### src/rtl/tlf_pkg.sv
// shared types, constants and command codes for the timed linear fader
// no dependencies; imported by every module of the fader

package tlf_pkg;

   localparam int MAX_LEVEL_DEF = 255;
   localparam int FADE_W        = 16;
   localparam int VALUE_W       = 9;
   localparam int LEVEL_OUT_W   = 8;
   localparam int QUEUE_DEPTH   = 2;

   localparam logic [1:0] CMD_TICK    = 2'd0;
   localparam logic [1:0] CMD_SET_ABS = 2'd1;
   localparam logic [1:0] CMD_SET_REL = 2'd2;
   localparam logic [1:0] CMD_FADE    = 2'd3;

   // classified item handed from the front to the back
   typedef struct packed {
      logic                       is_tick;
      logic                       relative;
      logic [FADE_W-1:0]          dur;
      logic signed [VALUE_W-1:0]  value;
   } item_type;

   typedef struct packed {
      logic full;
      logic empty;
   } queue_stat_type;

endpackage

### src/rtl/timed_linear_fader.sv
// timed linear fader top level: front stage, item queue and execution back end
// depends on tlf_pkg, tlf_front, tlf_queue and tlf_back
//
// One fader level driven by an item stream: each item is a tick or a command
// (set absolute, set relative, fade) and gives exactly one result with the
// level, a changed flag and a fading flag. The front stage and a two-entry
// queue take new items while the back end works. In the back end a command,
// a tick with no fade running and the tick that ends a fade go through the
// exec and out states; any other tick during a fade also goes through sum
// and the restoring divider, one quotient bit per cycle over the W level bits
// (8 at the default MAX_LEVEL of 255). A stalled result holds the back end.
// Levels are held at full width inside; the result carries their low 8 bits.

module timed_linear_fader
   import tlf_pkg::*;
#(
   parameter int MAX_LEVEL = MAX_LEVEL_DEF
) (
   input  logic        clock,
   input  logic        reset,
   input  logic        req_tvalid,
   output logic        req_tready,
   input  logic [31:0] req_tdata,   // value[8:0], fade_ticks[24:9], zero fill
   input  logic [2:0]  req_tuser,   // command[1:0], is_relative[2]
   output logic        rsp_tvalid,
   input  logic        rsp_tready,
   output logic [7:0]  rsp_tdata,   // level[7:0]
   output logic [1:0]  rsp_tuser    // changed[0], fading[1]
);

   logic           push, pop;
   item_type       push_item, pop_item;
   queue_stat_type q_stat;

   tlf_front u_front (
      .clock      (clock),
      .reset      (reset),
      .req_tvalid (req_tvalid),
      .req_tready (req_tready),
      .req_tdata  (req_tdata),
      .req_tuser  (req_tuser),
      .push       (push),
      .push_item  (push_item),
      .q_stat     (q_stat)
   );

   tlf_queue u_queue (
      .clock     (clock),
      .reset     (reset),
      .push      (push),
      .push_item (push_item),
      .pop       (pop),
      .pop_item  (pop_item),
      .q_stat    (q_stat)
   );

   tlf_back #(
      .MAX_LEVEL (MAX_LEVEL)
   ) u_back (
      .clock      (clock),
      .reset      (reset),
      .pop        (pop),
      .pop_item   (pop_item),
      .q_stat     (q_stat),
      .rsp_tvalid (rsp_tvalid),
      .rsp_tready (rsp_tready),
      .rsp_tdata  (rsp_tdata),
      .rsp_tuser  (rsp_tuser)
   );

   // no push into a full queue
   a_push_not_full: assert property (@(posedge clock) disable iff (reset)
      push |-> !q_stat.full)
      else $error("queue push while full");

   // no pop from an empty queue
   a_pop_not_empty: assert property (@(posedge clock) disable iff (reset)
      pop |-> !q_stat.empty)
      else $error("queue pop while empty");

   // an unchanged result only comes from a tick with no fade running
   a_unchanged_idle: assert property (@(posedge clock) disable iff (reset)
      (rsp_tvalid && !rsp_tuser[0]) |-> !rsp_tuser[1])
      else $error("unchanged result while fading");

endmodule

### src/rtl/tlf_front.sv
// front end of the fader: input stage that accepts and classifies items
// depends on tlf_pkg; pushes classified items into tlf_queue

module tlf_front
   import tlf_pkg::*;
(
   input  logic           clock,
   input  logic           reset,
   input  logic           req_tvalid,
   output logic           req_tready,
   input  logic [31:0]    req_tdata,   // value[8:0], fade_ticks[24:9], zero fill
   input  logic [2:0]     req_tuser,   // command[1:0], is_relative[2]
   output logic           push,
   output item_type       push_item,
   input  queue_stat_type q_stat
);

   logic     fr_valid_ff, fr_valid_in;
   item_type fr_item_ff, fr_item_in;
   logic     accept;

   assign push       = fr_valid_ff && !q_stat.full;
   assign req_tready = !fr_valid_ff || !q_stat.full;
   assign accept     = req_tvalid && req_tready;
   assign push_item  = fr_item_ff;

   always_comb begin
      fr_item_in.value    = $signed(req_tdata[VALUE_W-1:0]);
      fr_item_in.dur      = req_tdata[VALUE_W+FADE_W-1:VALUE_W];
      fr_item_in.is_tick  = 1'b0;
      fr_item_in.relative = 1'b0;
      case (req_tuser[1:0])
         CMD_TICK: begin
            fr_item_in.is_tick = 1'b1;
            fr_item_in.dur     = '0;
         end
         CMD_SET_ABS: begin
            fr_item_in.dur = '0;
         end
         CMD_SET_REL: begin
            fr_item_in.relative = 1'b1;
            fr_item_in.dur      = '0;
         end
         CMD_FADE: begin
            fr_item_in.relative = req_tuser[2];
         end
         default: begin
            fr_item_in.is_tick = 1'b1;
         end
      endcase
   end

   always_comb begin
      if (accept) begin
         fr_valid_in = 1'b1;
      end else if (push) begin
         fr_valid_in = 1'b0;
      end else begin
         fr_valid_in = fr_valid_ff;
      end
   end

   always_ff @(posedge clock) begin
      if (reset) begin
         fr_valid_ff <= 1'b0;
      end else begin
         fr_valid_ff <= fr_valid_in;
      end
   end

   always_ff @(posedge clock) begin
      if (accept) begin
         fr_item_ff <= fr_item_in;
      end
   end

endmodule

### src/rtl/tlf_queue.sv
// short queue of classified items between the front and the back
// depends on tlf_pkg for the item type and depth

module tlf_queue
   import tlf_pkg::*;
(
   input  logic           clock,
   input  logic           reset,
   input  logic           push,
   input  item_type       push_item,
   input  logic           pop,
   output item_type       pop_item,
   output queue_stat_type q_stat
);

   localparam int PW = (QUEUE_DEPTH > 1) ? $clog2(QUEUE_DEPTH) : 1;
   localparam int NW = $clog2(QUEUE_DEPTH + 1);

   item_type         slot_ff [QUEUE_DEPTH];
   logic [PW-1:0]    wr_ptr_ff, wr_ptr_in, rd_ptr_ff, rd_ptr_in;
   logic [NW-1:0]    count_ff, count_in;

   assign q_stat.full  = (count_ff == NW'(QUEUE_DEPTH));
   assign q_stat.empty = (count_ff == '0);
   assign pop_item     = slot_ff[rd_ptr_ff];

   always_comb begin
      wr_ptr_in = wr_ptr_ff;
      rd_ptr_in = rd_ptr_ff;
      count_in  = count_ff;
      if (push) begin
         wr_ptr_in = (wr_ptr_ff == PW'(QUEUE_DEPTH - 1)) ? '0 : wr_ptr_ff + 1'b1;
      end
      if (pop) begin
         rd_ptr_in = (rd_ptr_ff == PW'(QUEUE_DEPTH - 1)) ? '0 : rd_ptr_ff + 1'b1;
      end
      if (push && !pop) begin
         count_in = count_ff + 1'b1;
      end else if (pop && !push) begin
         count_in = count_ff - 1'b1;
      end
   end

   always_ff @(posedge clock) begin
      if (reset) begin
         wr_ptr_ff <= '0;
         rd_ptr_ff <= '0;
         count_ff  <= '0;
      end else begin
         wr_ptr_ff <= wr_ptr_in;
         rd_ptr_ff <= rd_ptr_in;
         count_ff  <= count_in;
      end
   end

   always_ff @(posedge clock) begin
      if (push) begin
         slot_ff[wr_ptr_ff] <= push_item;
      end
   end

endmodule

### src/rtl/tlf_back.sv
// back end of the fader: level state, fade arithmetic with a serial divider
// and the result register; depends on tlf_pkg, pops items from tlf_queue

module tlf_back
   import tlf_pkg::*;
#(
   parameter int MAX_LEVEL = MAX_LEVEL_DEF
) (
   input  logic           clock,
   input  logic           reset,
   output logic           pop,
   input  item_type       pop_item,
   input  queue_stat_type q_stat,
   output logic           rsp_tvalid,
   input  logic           rsp_tready,
   output logic [7:0]     rsp_tdata,   // level[7:0]
   output logic [1:0]     rsp_tuser    // changed[0], fading[1]
);

   localparam int LW = $clog2(MAX_LEVEL + 1);
   localparam int NW = LW + FADE_W;
   localparam int SW = ((LW > VALUE_W) ? LW : VALUE_W) + 2;
   localparam int CW = (LW > 1) ? $clog2(LW) : 1;
   localparam int EW = FADE_W + 1;

   localparam logic [2:0] S_IDLE = 3'd0;
   localparam logic [2:0] S_EXEC = 3'd1;
   localparam logic [2:0] S_SUM  = 3'd2;
   localparam logic [2:0] S_DIV  = 3'd3;
   localparam logic [2:0] S_OUT  = 3'd4;

   localparam logic signed [SW-1:0] MAX_S = SW'(MAX_LEVEL);

   logic [2:0]              state_ff, state_in;
   item_type                op_ff, op_in;
   logic [LW-1:0]           cur_ff, cur_in, start_ff, start_in, target_ff, target_in;
   logic [FADE_W-1:0]       len_ff, len_in;
   logic [EW-1:0]           elapsed_ff, elapsed_in;
   logic                    changed_ff, changed_in;
   logic [NW-1:0]           prod_a_ff, prod_a_in, prod_b_ff, prod_b_in;
   logic [FADE_W-1:0]       rem_ff, rem_in;
   logic [LW-1:0]           quo_ff, quo_in;
   logic [CW-1:0]           cnt_ff, cnt_in;
   logic                    rsp_valid_ff, rsp_valid_in;
   logic [LEVEL_OUT_W-1:0]  rsp_level_ff, rsp_level_in;
   logic                    rsp_changed_ff, rsp_changed_in;
   logic                    rsp_fading_ff, rsp_fading_in;

   logic signed [SW-1:0]    base_s, sum_s;
   logic [LW-1:0]           clamped;
   logic [EW-1:0]           e_next;
   logic [FADE_W-1:0]       remain;
   logic [NW-1:0]           num;
   logic [EW-1:0]           trial, diff;
   logic                    ge;
   logic                    out_free;

   assign pop        = (state_ff == S_IDLE) && !q_stat.empty;
   assign out_free   = !rsp_valid_ff || rsp_tready;
   assign rsp_tvalid = rsp_valid_ff;
   assign rsp_tdata  = rsp_level_ff;
   assign rsp_tuser  = {rsp_fading_ff, rsp_changed_ff};

   // clamp of absolute or relative level
   always_comb begin
      base_s = op_ff.relative ? $signed({{(SW-LW){1'b0}}, cur_ff}) : '0;
      sum_s  = base_s + {{(SW-VALUE_W){op_ff.value[VALUE_W-1]}}, op_ff.value};
      if (sum_s[SW-1]) begin
         clamped = '0;
      end else if (sum_s > MAX_S) begin
         clamped = LW'(MAX_LEVEL);
      end else begin
         clamped = LW'(sum_s);
      end
   end

   always_comb begin
      e_next = elapsed_ff + 1'b1;
      remain = len_ff - e_next[FADE_W-1:0];
      num    = prod_a_ff + prod_b_ff;
      trial  = {rem_ff, quo_ff[LW-1]};
      diff   = trial - {1'b0, len_ff};
      ge     = (trial >= {1'b0, len_ff});
   end

   always_comb begin
      state_in       = state_ff;
      op_in          = op_ff;
      cur_in         = cur_ff;
      start_in       = start_ff;
      target_in      = target_ff;
      len_in         = len_ff;
      elapsed_in     = elapsed_ff;
      changed_in     = changed_ff;
      prod_a_in      = prod_a_ff;
      prod_b_in      = prod_b_ff;
      rem_in         = rem_ff;
      quo_in         = quo_ff;
      cnt_in         = cnt_ff;
      rsp_valid_in   = rsp_valid_ff && !rsp_tready;
      rsp_level_in   = rsp_level_ff;
      rsp_changed_in = rsp_changed_ff;
      rsp_fading_in  = rsp_fading_ff;
      case (state_ff)
         S_IDLE: begin
            if (pop) begin
               op_in    = pop_item;
               state_in = S_EXEC;
            end
         end
         S_EXEC: begin
            state_in = S_OUT;
            if (op_ff.is_tick) begin
               if (len_ff == '0) begin
                  changed_in = 1'b0;
               end else begin
                  changed_in = 1'b1;
                  elapsed_in = e_next;
                  if (e_next > {1'b0, len_ff}) begin
                     cur_in = target_ff;
                     len_in = '0;
                  end else begin
                     prod_a_in = NW'(start_ff) * NW'(remain);
                     prod_b_in = NW'(target_ff) * NW'(e_next[FADE_W-1:0]);
                     state_in  = S_SUM;
                  end
               end
            end else begin
               changed_in = 1'b1;
               len_in     = op_ff.dur;
               if (op_ff.dur != '0) begin
                  start_in   = cur_ff;
                  target_in  = clamped;
                  elapsed_in = '0;
               end else begin
                  cur_in = clamped;
               end
            end
         end
         S_SUM: begin
            rem_in   = num[NW-1:LW];
            quo_in   = num[LW-1:0];
            cnt_in   = CW'(LW - 1);
            state_in = S_DIV;
         end
         S_DIV: begin
            // restoring division, one quotient bit a cycle
            rem_in = ge ? diff[FADE_W-1:0] : trial[FADE_W-1:0];
            quo_in = LW'({quo_ff, ge});
            cnt_in = cnt_ff - 1'b1;
            if (cnt_ff == '0) begin
               cur_in   = LW'({quo_ff, ge});
               state_in = S_OUT;
            end
         end
         S_OUT: begin
            if (out_free) begin
               rsp_valid_in   = 1'b1;
               rsp_level_in   = LEVEL_OUT_W'(cur_ff);
               rsp_changed_in = changed_ff;
               rsp_fading_in  = (len_ff != '0);
               state_in       = S_IDLE;
            end
         end
         default: begin
            state_in = S_IDLE;
         end
      endcase
   end

   always_ff @(posedge clock) begin
      if (reset) begin
         state_ff     <= S_IDLE;
         rsp_valid_ff <= 1'b0;
         cur_ff       <= '0;
         start_ff     <= '0;
         target_ff    <= '0;
         len_ff       <= '0;
         elapsed_ff   <= '0;
      end else begin
         state_ff     <= state_in;
         rsp_valid_ff <= rsp_valid_in;
         cur_ff       <= cur_in;
         start_ff     <= start_in;
         target_ff    <= target_in;
         len_ff       <= len_in;
         elapsed_ff   <= elapsed_in;
      end
   end

   always_ff @(posedge clock) begin
      op_ff          <= op_in;
      changed_ff     <= changed_in;
      prod_a_ff      <= prod_a_in;
      prod_b_ff      <= prod_b_in;
      rem_ff         <= rem_in;
      quo_ff         <= quo_in;
      cnt_ff         <= cnt_in;
      rsp_level_ff   <= rsp_level_in;
      rsp_changed_ff <= rsp_changed_in;
      rsp_fading_ff  <= rsp_fading_in;
   end

endmodule
### config.mk
export PLATFORM = sky130hd
export DESIGN_NAME = timed_linear_fader
export DESIGN_NICKNAME = d
export VERILOG_FILES = /design/src/rtl/tlf_pkg.sv /design/src/rtl/timed_linear_fader.sv /design/src/rtl/tlf_front.sv /design/src/rtl/tlf_queue.sv /design/src/rtl/tlf_back.sv
export SDC_FILE = /design/constraint.sdc
export NUM_CORES = 1
export LEC_CHECK = 0
export BUFFER_PORTS_ARGS = -buffer_cell sky130_fd_sc_hd__buf_4
export CAP_MARGIN = 15
export CORE_MARGIN = 1.5
export CORE_UTILIZATION = 47
export CTS_CLUSTER_SIZE = 8
export DETAILED_ROUTE_END_ITERATION = 6
export PLACE_DENSITY = 0.72
export SLEW_MARGIN = 5
export SYNTH_ARGS = -nofsm -noshare
export SYNTH_HDL_FRONTEND = slang
export SYNTH_SLANG_ARGS = --single-unit
### constraint.sdc
create_clock -name clock -period 9.97 [get_ports clock]
set_input_delay 1.994 -clock clock [delete_from_list [all_inputs] [get_ports clock]]
set_output_delay 1.994 -clock clock [all_outputs]
set_load 0.05 [all_outputs]
# After elaboration in Yosys (flattened, before gate mapping)
# Memory sizes are Yosys's and may differ from the RTL's. A register that Yosys moved wholly into a read port is not among the register bits.
# Cells that the tools add are included.
# W data, S select, Z words.
totals:
  regBits: 179
  ram_bits: 54
  output_inout_bits: 12
  wordCells: 134
  mem_count: 1
memory_table:
  columns: ["memory", "depth", "word_bits", "rd", "rd_clocked_by_memory_dff", "wr", "line_no", "text"]
  rows:
  - ["u_queue.slot_ff", 2, 27, 1, 1, 1, "tlf_queue.sv:19", "item_type slot_ff [QUEUE_DEPTH];"]
classes:
  n_addsub: 10
  mul: 2
  magnitude_cmp: 3
  eq_ne: 16
  n_mux: 39
  n_bitwise: 3
  reduce_logical: 36
op_table:
  columns: ["operator", "n"]
  rows:
  - ["$mux W16", 4]
  - ["$mux W8", 8]
  - ["$mux W17", 3]
  - ["$mul A8 B16 Y24", 2]
  - ["$pmux W16 S2", 1]
  - ["$pmux W8 S2", 2]
  - ["$reduce_bool A16 Y1", 2]
  - ["$sub A16 B16 Y16", 2]
  - ["$add A24 B24 Y24", 1]
  - ["$mux W3", 6]
  - ["$add A17 B1 Y17 const B", 1]
  - ["$ge A17 B16 Y1", 1]
  - ["$gt A17 B16 Y1", 1]
  - ["$logic_not A16 Y1", 1]
  - ["$pmux W3 S5", 1]
  - ["$reduce_and A3 Y1", 4]
  - ["$add A11 B11 Y11", 1]
  - ["$gt A11 B9 Y1 const B", 1]
  - ["$mux W1", 10]
  - ["$reduce_bool A2 Y1", 5]
  - ["$logic_not A1 Y1", 7]
  - ["$eq A2 B2 Y1 const B", 3]
  - ["$eq A3 B2 Y1 const B", 2]
  - ["$logic_and A1 B1 Y1", 6]
  - ["other kinds (22)", 34]

# Longest topological paths before layout
# Gate-level depths: netlist (run 1).
depth:
  ltp_word: 8
  mapped_depth: 31
  depth_no_buf: 29

# Modules after synthesis
# Synthesis (run 1) repeated with hierarchy kept, for this count alone.
hier_totals:
  cells_unflattened: 2066
  hier_area_um2: 20878.8
by_module_without_submodules:
  columns: ["module", "instances", "cells_each", "area_per_inst_um2"]
  rows:
  - ["tlf_back", 1, 1906, 17722.0]
  - ["tlf_queue", 1, 106, 2153.3]
  - ["tlf_front", 1, 54, 1003.5]

# Worst setup path after synthesis (run 1)
# Ideal clock, no wire load.
synth_timing:
  kind: "reg-to-reg"
  start: "register u_back.elapsed_ff[0]"
  end: "register u_back.prod_a_ff[22] (data pin)"
  setup_ns: 0.257
  t_arrival_ns: 6.513
  required_time_ns: 9.713
  slack_ns: 3.200
  stages_incl_launch_ff: 28
  path_buffers: 1
  cell_sequence: "dfxtp_1 -> clkbuf_1 -> nand2_1 -> nor2_1 -> xor2_1 -> inv_1 -> ha_1 -> a21o_1 -> a21o_1 -> a21o_1 -> or3_1 -> o211ai_1 -> a31oi_1 -> o21a_1 -> nor3b_1 -> fa_1 -> fa_1 -> fa_1 -> inv_1 -> fa_1 -> inv_1 -> ha_1 -> and3_1 -> a31oi_1 -> a211oi_1 -> o21ai_0 -> nand2_1 -> xor2_1"
synth_via:
  elab_chain_len: 3
synth_lines:
  columns: ["item", "line_no", "text"]
  rows:
  - ["start, declared", "tlf_back.sv:38", "logic [EW-1:0] elapsed_ff, elapsed_in;"]
  - ["start signal, assigned", "tlf_back.sv:187", "elapsed_ff <= elapsed_in;"]
  - ["$add A17 B1 Y17", "tlf_back.sv:78", "e_next = elapsed_ff + 1'b1;"]
  - ["$sub A16 B16 Y16", "tlf_back.sv:79", "remain = len_ff - e_next[FADE_W-1:0];"]
  - ["$mul A8 B16 Y24", "tlf_back.sv:123", "prod_a_in = NW'(start_ff) * NW'(remain);"]
  - ["end signal, assigned", "tlf_back.sv:194", "prod_a_ff <= prod_a_in;"]
  - ["end, declared", "tlf_back.sv:40", "logic [NW-1:0] prod_a_ff, prod_a_in, prod_b_ff, prod_b_in;"]
# No other way between the ends.
# A chain may end at the register's enable or synchronous reset.

# Worst setup path in the final report (run 1)
# Same ends and word-level chain as after synthesis.

==> impl_summary.txt, run 1 <==
----------------------------------------------------
[Timing]
  Number of failing setup endpoints in the final timing report ... 0
  Final hold violation count ... 0
  Hold slack ... 0.442 ns
  Largest clock skew in the final design ... 0.0216 ns
  Smallest setup slack after layout ... 1.69 ns
  Post-route minimum period ... 8.28 ns
  Worst slew margin relative to its limit ... 19.7%
  Max-slew violation count ... 0
  Fin crit share ... 83.1%
  Maximum achievable frequency ... 121 MHz
  Least-Margin Pin Slew ... 1.20 ns
  Setup total negative slack ... 0 ns
  Setup repair after global routing missed its margin ... no

[Worst setup path]
  Required time of the critical path ... 10.29 ns
  Crit. End Element ... register
  Worst-path maximum fanout ... 13
  Critical Path Source Type ... register
  Start-to-end type of the worst setup path ... register to register
  Register-to-register setup slack ... 1.69 ns
  Critical Path Start ... u_back.elapsed_ff[0]
  Signal arrival time at the worst endpoint ... 8.60 ns
  Reg2reg end ... u_back.prod_a_ff[22]
  R2R cell count ... 25
  Reg-to-Reg Start ... u_back.elapsed_ff[0]

[Layout]
  Area added between synthesis and finish ... 10.1%
  Util after Layout ... 52.8%
  Number of antenna repair diodes ... 0
  Number of nets at the end of the flow ... 2481
  Layout cell share with drive strength beyond 1 ... 7.65%
  Filler-free cell count of the finished design ... 2715

[Worst hold path]
  Path category of the worst min-delay check ... register to register
  WHS Endpoint ... u_queue.slot_ff[0][24]
  Hold Startpoint ... u_front.push_item[24]
  Hold Path Stages ... 0

[GRT]
  Largest net degree at the start of global routing ... 63
  Wire length of the first global-routing pass ... 76.9 mm
  Antenna violations before repair ... 0
  Vias in the first global route ... 15000
  Residual overflow from global routing ... 0
  Total global routing track utilization ... 21.6%

[Die]
  Initial Utilization ... 48.0%
  Cell row count ... 76
  Total core area ... 43500 µm²
  Full die area ... 45600 µm²
  Number of ports placed on the die boundary ... 51
  Die Height ... 214 µm
  Horizontal die dimension ... 214 µm

[CTS]
  Clk_lat worst skew ... 0.53 ns
  Cell at the root of the clock tree ... sky130_fd_sc_hd__clkbuf_16
  Number of setup buffers added after CTS ... 0
  CTS HTree Levels ... 2
  Resized cells post-CTS ... 0
  Cts bufs inserted ... 39
  Count of hold buffers inserted by post-cts repair ... 0
  Count of clock tree sinks ... 260
  Clock Pin Slew Worst Setup and Hold Paths ... 0.05 ns
  CTS tree ... done
  Maximum root-to-sink buffer count ... 3

[Routing]
  Routed Antenna Nets ... 0
  Routed wire length per instance ... 17.8 µm
  DRC viols ... 0
  Number of optimization iterations in the first detailed-route pass ... 7
  Routed via count ... 14800
  Final wirelength ... 48.3 mm
  Number of vias per cell ... 5.45
  Initial drt markers ... 992

[Pwr]
  Share of power burned in the clock network ... 31.0%
  Flop pwr share ... 37.5%
  LEAKAGE ... 9.97 nW
  Net switching share of the total power ... 35.7%
  P_int ... 2.52 mW
  Power spent charging and discharging nets ... 1.40 mW
  Cell Pwr Density ... 171 nW/µm²
  Combinational group share of total power ... 31.4%
  Maximum resistive drop on vdd ... 0.000193 V

[Outcome]
  Outcome ... finished clean

[Synth]
  Top cell types by occurrence after synthesis ... sky130_fd_sc_hd__inv_1, sky130_fd_sc_hd__edfxtp_1, sky130_fd_sc_hd__nand2_1
  Compound-cell area share of the yosys netlist ... 10.1%
  Xor/xnor cell area share of the yosys netlist ... 4.08%
  Post-synthesis adder-cell area fraction ... 26.7%
  Portion of synthesized cell area occupied by the leading cell type ... 28.0%
  Average footprint of a synthesized cell ... 10.1 µm²
  Mux cell area share after synthesis ... 2.82%
  Synth warn ... 0
  Library cell occupying the most area in the post-synthesis netlist ... sky130_fd_sc_hd__edfxtp_1
  Most frequent cell after synthesis ... sky130_fd_sc_hd__inv_1
  Unique cell type count in the Yosys netlist ... 70
  Gate count after technology mapping ... 2061
  Share of synthesized cell area in and, or, nand and nor gates ... 16.0%
  Top post-synthesis cells by area ... sky130_fd_sc_hd__edfxtp_1, sky130_fd_sc_hd__fa_1, sky130_fd_sc_hd__ha_1, sky130_fd_sc_hd__dfxtp_1, sky130_fd_sc_hd__inv_1
  Proportion of synthesized chip area in sequential cells ... 34.3%
  Synth Flop Type ... sky130_fd_sc_hd__edfxtp_1
  Number of flops mapped to enable cells by yosys ... 194
  Combinational family with the most area after synthesis ... adder cells
  Share of async-settable or async-resettable flops after synthesis ... 0%
  Post-synthesis sequential element count ... 260
  Net count of the mapped netlist ... 2442
  Post-synth design cell area ... 20800 µm²

[Placement]
  Final GP Congestion ... 0.981
  Inst Count DP ... 2642
  Final HPWL DP ... 36.9 mm
  Worst setup slack after placement ... 1.77 ns
  Count of buffers inserted at the top-level ports ... 43

[Job]
  Maxcap violations ... 0

----------------------------------------------------
stage by stage:
| stage | cell area [µm²] | power (mW) |
|---|---|---|
| floorplan | 20800 | 2.31 |
| global placement | 21800 | 2.66 |
| detailed placement | 21800 | 2.69 |
| CTS | 22900 | 3.92 |
| global route | 23000 | 4.12 |
| finish | 23000 | 3.92 |
placed cells by master (no fill, tap or decap), drive strengths merged, types with 25 or more instances in the layout:
master / Yosys / routed
a21o: 30 / 30
a21oi: 115 / 115
and2: 140 / 140
and3: 28 / 28
buf: 9 / 64
clkbuf: 57 / 68
dfxtp: 66 / 66
edfxtp: 194 / 194
fa: 172 / 172
ha: 170 / 170
inv: 255 / 255
mux2: 30 / 30
mux2i: 25 / 25
nand2: 192 / 192
nor2: 137 / 137
nor2b: 26 / 26
o21ai: 51 / 51
xnor2: 71 / 71
xor2: 26 / 26
power by group through the flow:
stage	combinational [mW]	clock (mW)	sequential, mW
3_3_place_gp	1.17	0	1.50
2_1_floorplan	0.879	0	1.44
3_5_place_dp	1.19	0	1.50
6_report	1.23	1.22	1.47
5_1_grt	1.36	1.28	1.48
4_1_cts	1.20	1.24	1.48
layout make-up:
type,count,area (µm²)
sequential,260,7150
tap,585,732
inverter,256,961
multi-input combinational,1479,12500
clock inverter,3,41.3
fill,3791,20500
timing repair buffer,64,495
clock buffer,68,1110
metal layers:
| layer | vias to the layer above | GRT usage (%) | share of wire, % |
|---|---|---|---|
| li1 | 7081 | - | - |
| met1 | 7187 | 27.9 | 43 |
| met2 | 440 | 36.4 | 47 |
| met3 | 98 | 3.27 | 5.9 |
| met4 | 0 | 8.89 | 3.8 |
| met5 | - | 0 | 0 |
registers in the layout, summed over array words and instances (netlist names), 2 cells and up:
signal / cells
u_back.prod_b_ff: 24
u_back.target_ff: 8
u_back.len_ff: 16
u_back.cnt_ff: 3
u_queue.count_ff: 2
u_back.rem_ff: 16
u_back.state_ff: 3
u_front.push_item: 27
u_back.elapsed_ff: 17
u_back.quo_ff: 8
u_back.rsp_tdata: 8
u_back.prod_a_ff: 24
u_back.cur_ff: 8
u_back.start_ff: 8
u_back.op_ff: 27
u_queue.slot_ff: 54
cell families (layout without fill, tap and decap cells):
| logic type | Yosys count | count (layout) |
|---|---|---|
| DFF | 260 | 260 |
| and+or+nand+nor | 659 | 659 |
| xor gates and xnor gates | 97 | 97 |
| muxes | 55 | 55 |
| AOI/OAI and AO/OA | 326 | 326 |
| buffers and inverters | 322 | 391 |
| adders and majority gates | 342 | 342 |
worst max path at each step:
stage,to,slack (ns),depth (start not counted)
2_1_floorplan,u_back.prod_a_ff[22],3.20,27
3_3_place_gp,u_back.prod_a_ff[22],1.89,29
3_5_place_dp,u_back.prod_a_ff[23],1.77,26
4_1_cts,u_back.prod_a_ff[22],1.77,25
5_1_grt,u_back.prod_a_ff[22],1.12,25
6_report,u_back.prod_a_ff[22],1.69,25
critical path: stages (launching register included):
cell and delay (ns):
sky130_fd_sc_hd__dfxtp_1 0.64, sky130_fd_sc_hd__ha_1 0.41, sky130_fd_sc_hd__xor2_1 0.61, sky130_fd_sc_hd__ha_1 0.33
sky130_fd_sc_hd__o21ai_0 0.14, sky130_fd_sc_hd__a21boi_0 0.25, sky130_fd_sc_hd__o21ai_0 0.16, sky130_fd_sc_hd__a21oi_1 0.38
sky130_fd_sc_hd__nor2_1 0.11, sky130_fd_sc_hd__xnor2_1 0.71, sky130_fd_sc_hd__nand2_1 0.19, sky130_fd_sc_hd__fa_1 0.56
sky130_fd_sc_hd__inv_1 0.06, sky130_fd_sc_hd__fa_1 0.50, sky130_fd_sc_hd__fa_1 0.50, sky130_fd_sc_hd__inv_1 0.05
sky130_fd_sc_hd__fa_1 0.47, sky130_fd_sc_hd__inv_1 0.04, sky130_fd_sc_hd__ha_1 0.38, sky130_fd_sc_hd__o2111ai_1 0.16
sky130_fd_sc_hd__o21ai_0 0.37, sky130_fd_sc_hd__a31oi_1 0.22, sky130_fd_sc_hd__a211oi_1 0.32, sky130_fd_sc_hd__o21ai_0 0.12
sky130_fd_sc_hd__nand2_1 0.09, sky130_fd_sc_hd__xor2_1 0.29
No activity file was read; power rests on OpenSTA's default activity.
==> inputs of run 2 (changes only) <==
Clock period 9.97 ns to 8.2 ns, I/O delays scaled along.
==> impl_summary.txt, run 2 (synthesis results as in run 1) <==
----------------------------------------------------
[Worst hold path]
  Hold Path Stages ... 0
  Path category of the worst min-delay check ... register to register
  WHS Endpoint ... u_queue.slot_ff[1][15]
  Hold Startpoint ... u_front.push_item[15]

[Timing]
  Largest clock skew in the final design ... 0.0275 ns
  Final hold violation count ... 0
  Smallest setup slack after layout ... 0.585 ns
  Post-route minimum period ... 7.61 ns
  Maximum achievable frequency ... 131 MHz
  Least-Margin Pin Slew ... 1.06 ns
  Worst slew margin relative to its limit ... 29.1%
  Hold slack ... 0.429 ns
  Setup total negative slack ... 0 ns
  Number of failing setup endpoints in the final timing report ... 0
  Max-slew violation count ... 0
  Setup repair after global routing missed its margin ... no
  Fin crit share ... 92.9%

[Worst setup path]
  CP bufs+invs ... 2
  Reg2reg end ... u_back.prod_a_ff[22]
  Crit-path leading delay family ... adder cells
  Crit. End Element ... register
  Required time of the critical path ... 8.48 ns
  CP max-delay cell ... sky130_fd_sc_hd__xor2_1
  Start-to-end type of the worst setup path ... register to register
  Reg-to-Reg Start ... u_back.elapsed_ff[1]
  Critical Path Source Type ... register
  Worst-path maximum fanout ... 9
  Signal arrival time at the worst endpoint ... 7.89 ns
  R2R cell count ... 25
  Register-to-register setup slack ... 0.59 ns
  Most used cell, CP ... sky130_fd_sc_hd__fa_1
  CP max stage delay ... 0.60 ns

[CTS]
  Cell at the root of the clock tree ... sky130_fd_sc_hd__clkbuf_16
  Resized cells post-CTS ... 0
  Number of setup buffers added after CTS ... 0
  Maximum root-to-sink buffer count ... 3
  Count of clock tree sinks ... 260
  Cts bufs inserted ... 38
  Clk_lat worst skew ... 0.54 ns
  Count of hold buffers inserted by post-cts repair ... 0
  CTS HTree Levels ... 2
  Clock Pin Slew Worst Setup and Hold Paths ... 0.06 ns
  CTS tree ... done

[Layout]
  Finished layout cell area ... 23000 µm²
  Area added between synthesis and finish ... 10.4%
  Number of flip-flops in the largest register ... 54
  Commonest non-fill, non-tap cell in the layout ... sky130_fd_sc_hd__inv_1
  Most used cells in the layout excluding fill and tap cells ... sky130_fd_sc_hd__inv_1, sky130_fd_sc_hd__edfxtp_1, sky130_fd_sc_hd__nand2_1, sky130_fd_sc_hd__fa_1, sky130_fd_sc_hd__ha_1
  Number of nets at the end of the flow ... 2489
  Number of antenna repair diodes ... 0
  Layout cell share with drive strength beyond 1 ... 8.01%
  Register with the most flip-flops ... u_queue.slot_ff
  Fill cell total of the finished layout ... 3790

[GRT]
  Met3 track utilization from global routing ... 3.08%
  Global-route met2 utilization ... 36.9%
  Antenna violations before repair ... 1
  Layer with the highest usage ... met2
  Met1 layer usage reported by global route ... 28.4%
  Total global routing track utilization ... 21.7%
  Wire length of the first global-routing pass ... 77.5 mm
  Residual overflow from global routing ... 0
  Largest net degree at the start of global routing ... 63
  Vias in the first global route ... 15200

[Placement]
  Worst setup slack after placement ... 0.675 ns
  Total cell area at the placement stage ... 21800 µm²
  Final GP Congestion ... 0.957
  Final HPWL DP ... 37.3 mm
  Count of buffers inserted at the top-level ports ... 43

[Die]
  Full die area ... 45600 µm²
  Horizontal die dimension ... 214 µm
  Number of ports placed on the die boundary ... 51
  Initial Utilization ... 48.0%
  Die Height ... 214 µm
  Total core area ... 43500 µm²
  Cell row count ... 76

[Outcome]
  Outcome ... finished clean

[Pwr]
  LEAKAGE ... 10.0 nW
  Sum of internal, switching and leakage power ... 4.82 mW
  Maximum resistive drop on vdd ... 0.000234 V
  Cell Pwr Density ... 209 nW/µm²

[Routing]
  Final wirelength ... 48.3 mm
  Routed Antenna Nets ... 0
  Routed via count ... 15000
  DRC viols ... 0
  Routed wire length per instance ... 17.7 µm
  Number of optimization iterations in the first detailed-route pass ... 5
  Number of vias per cell ... 5.51
  Initial drt markers ... 1122

[Job]
  Maxcap violations ... 0

----------------------------------------------------
run 2: routing by layer:
layer	share of wire, %	vias up
met2	48	453
met5	0.027	-
met4	3.1	2
li1	-	7085
met1	42	7358
met3	6.4	86
run 2: worst max path at each step:
| stage | startpoint | end | slack [ns] | cells after the start |
|---|---|---|---|---|
| 3_3_place_gp | u_back.elapsed_ff[1] | u_back.prod_a_ff[22] | 0.77 | 26 |
| 3_5_place_dp | u_back.elapsed_ff[1] | u_back.prod_a_ff[22] | 0.68 | 26 |
| 2_1_floorplan | u_back.elapsed_ff[0] | u_back.prod_a_ff[22] | 1.43 | 27 |
| 6_report | u_back.elapsed_ff[1] | u_back.prod_a_ff[22] | 0.59 | 25 |
| 4_1_cts | u_back.elapsed_ff[1] | u_back.prod_a_ff[22] | 0.66 | 26 |
| 5_1_grt | u_back.elapsed_ff[1] | u_back.prod_a_ff[22] | 0.09 | 27 |
run 2: final cells by class:
class	instances	area, µm²	area share (%)
clock inverters	3	58.8	0.256
clock buffers	65	1060	4.62
repair buffers	73	576	2.50
inverters	256	961	4.18
flip-flops and latches	260	7150	31.1
well taps	585	732	3.18
multi-input cells	1479	12500	54.2
run 2: per-stage QoR:
stage	util [%]	cells
after detailed placement	50.3	2651
final	53.0	2721
after global routing	53.0	2721
after global placement	50.3	2650
after CTS	52.9	2719
after floorplan	-	2061
run 2: worst register-to-register path: cells and delay by family (launching register included):
family | cells | cell delay [ns]
buf+inv | 2 | 0.09
fa+ha+maj | 7 | 3.10
flops | 1 | 0.41
simple gates | 3 | 0.54
xor+xnor | 3 | 1.10
compound gates | 10 | 2.11
run 2: power by group:
| group | switching [mW] | internal, mW | total [mW] |
|---|---|---|---|
| Combinational | 1.01 | 0.565 | 1.58 |
| Sequential | 0.138 | 1.64 | 1.78 |
| Clock | 0.578 | 0.883 | 1.46 |
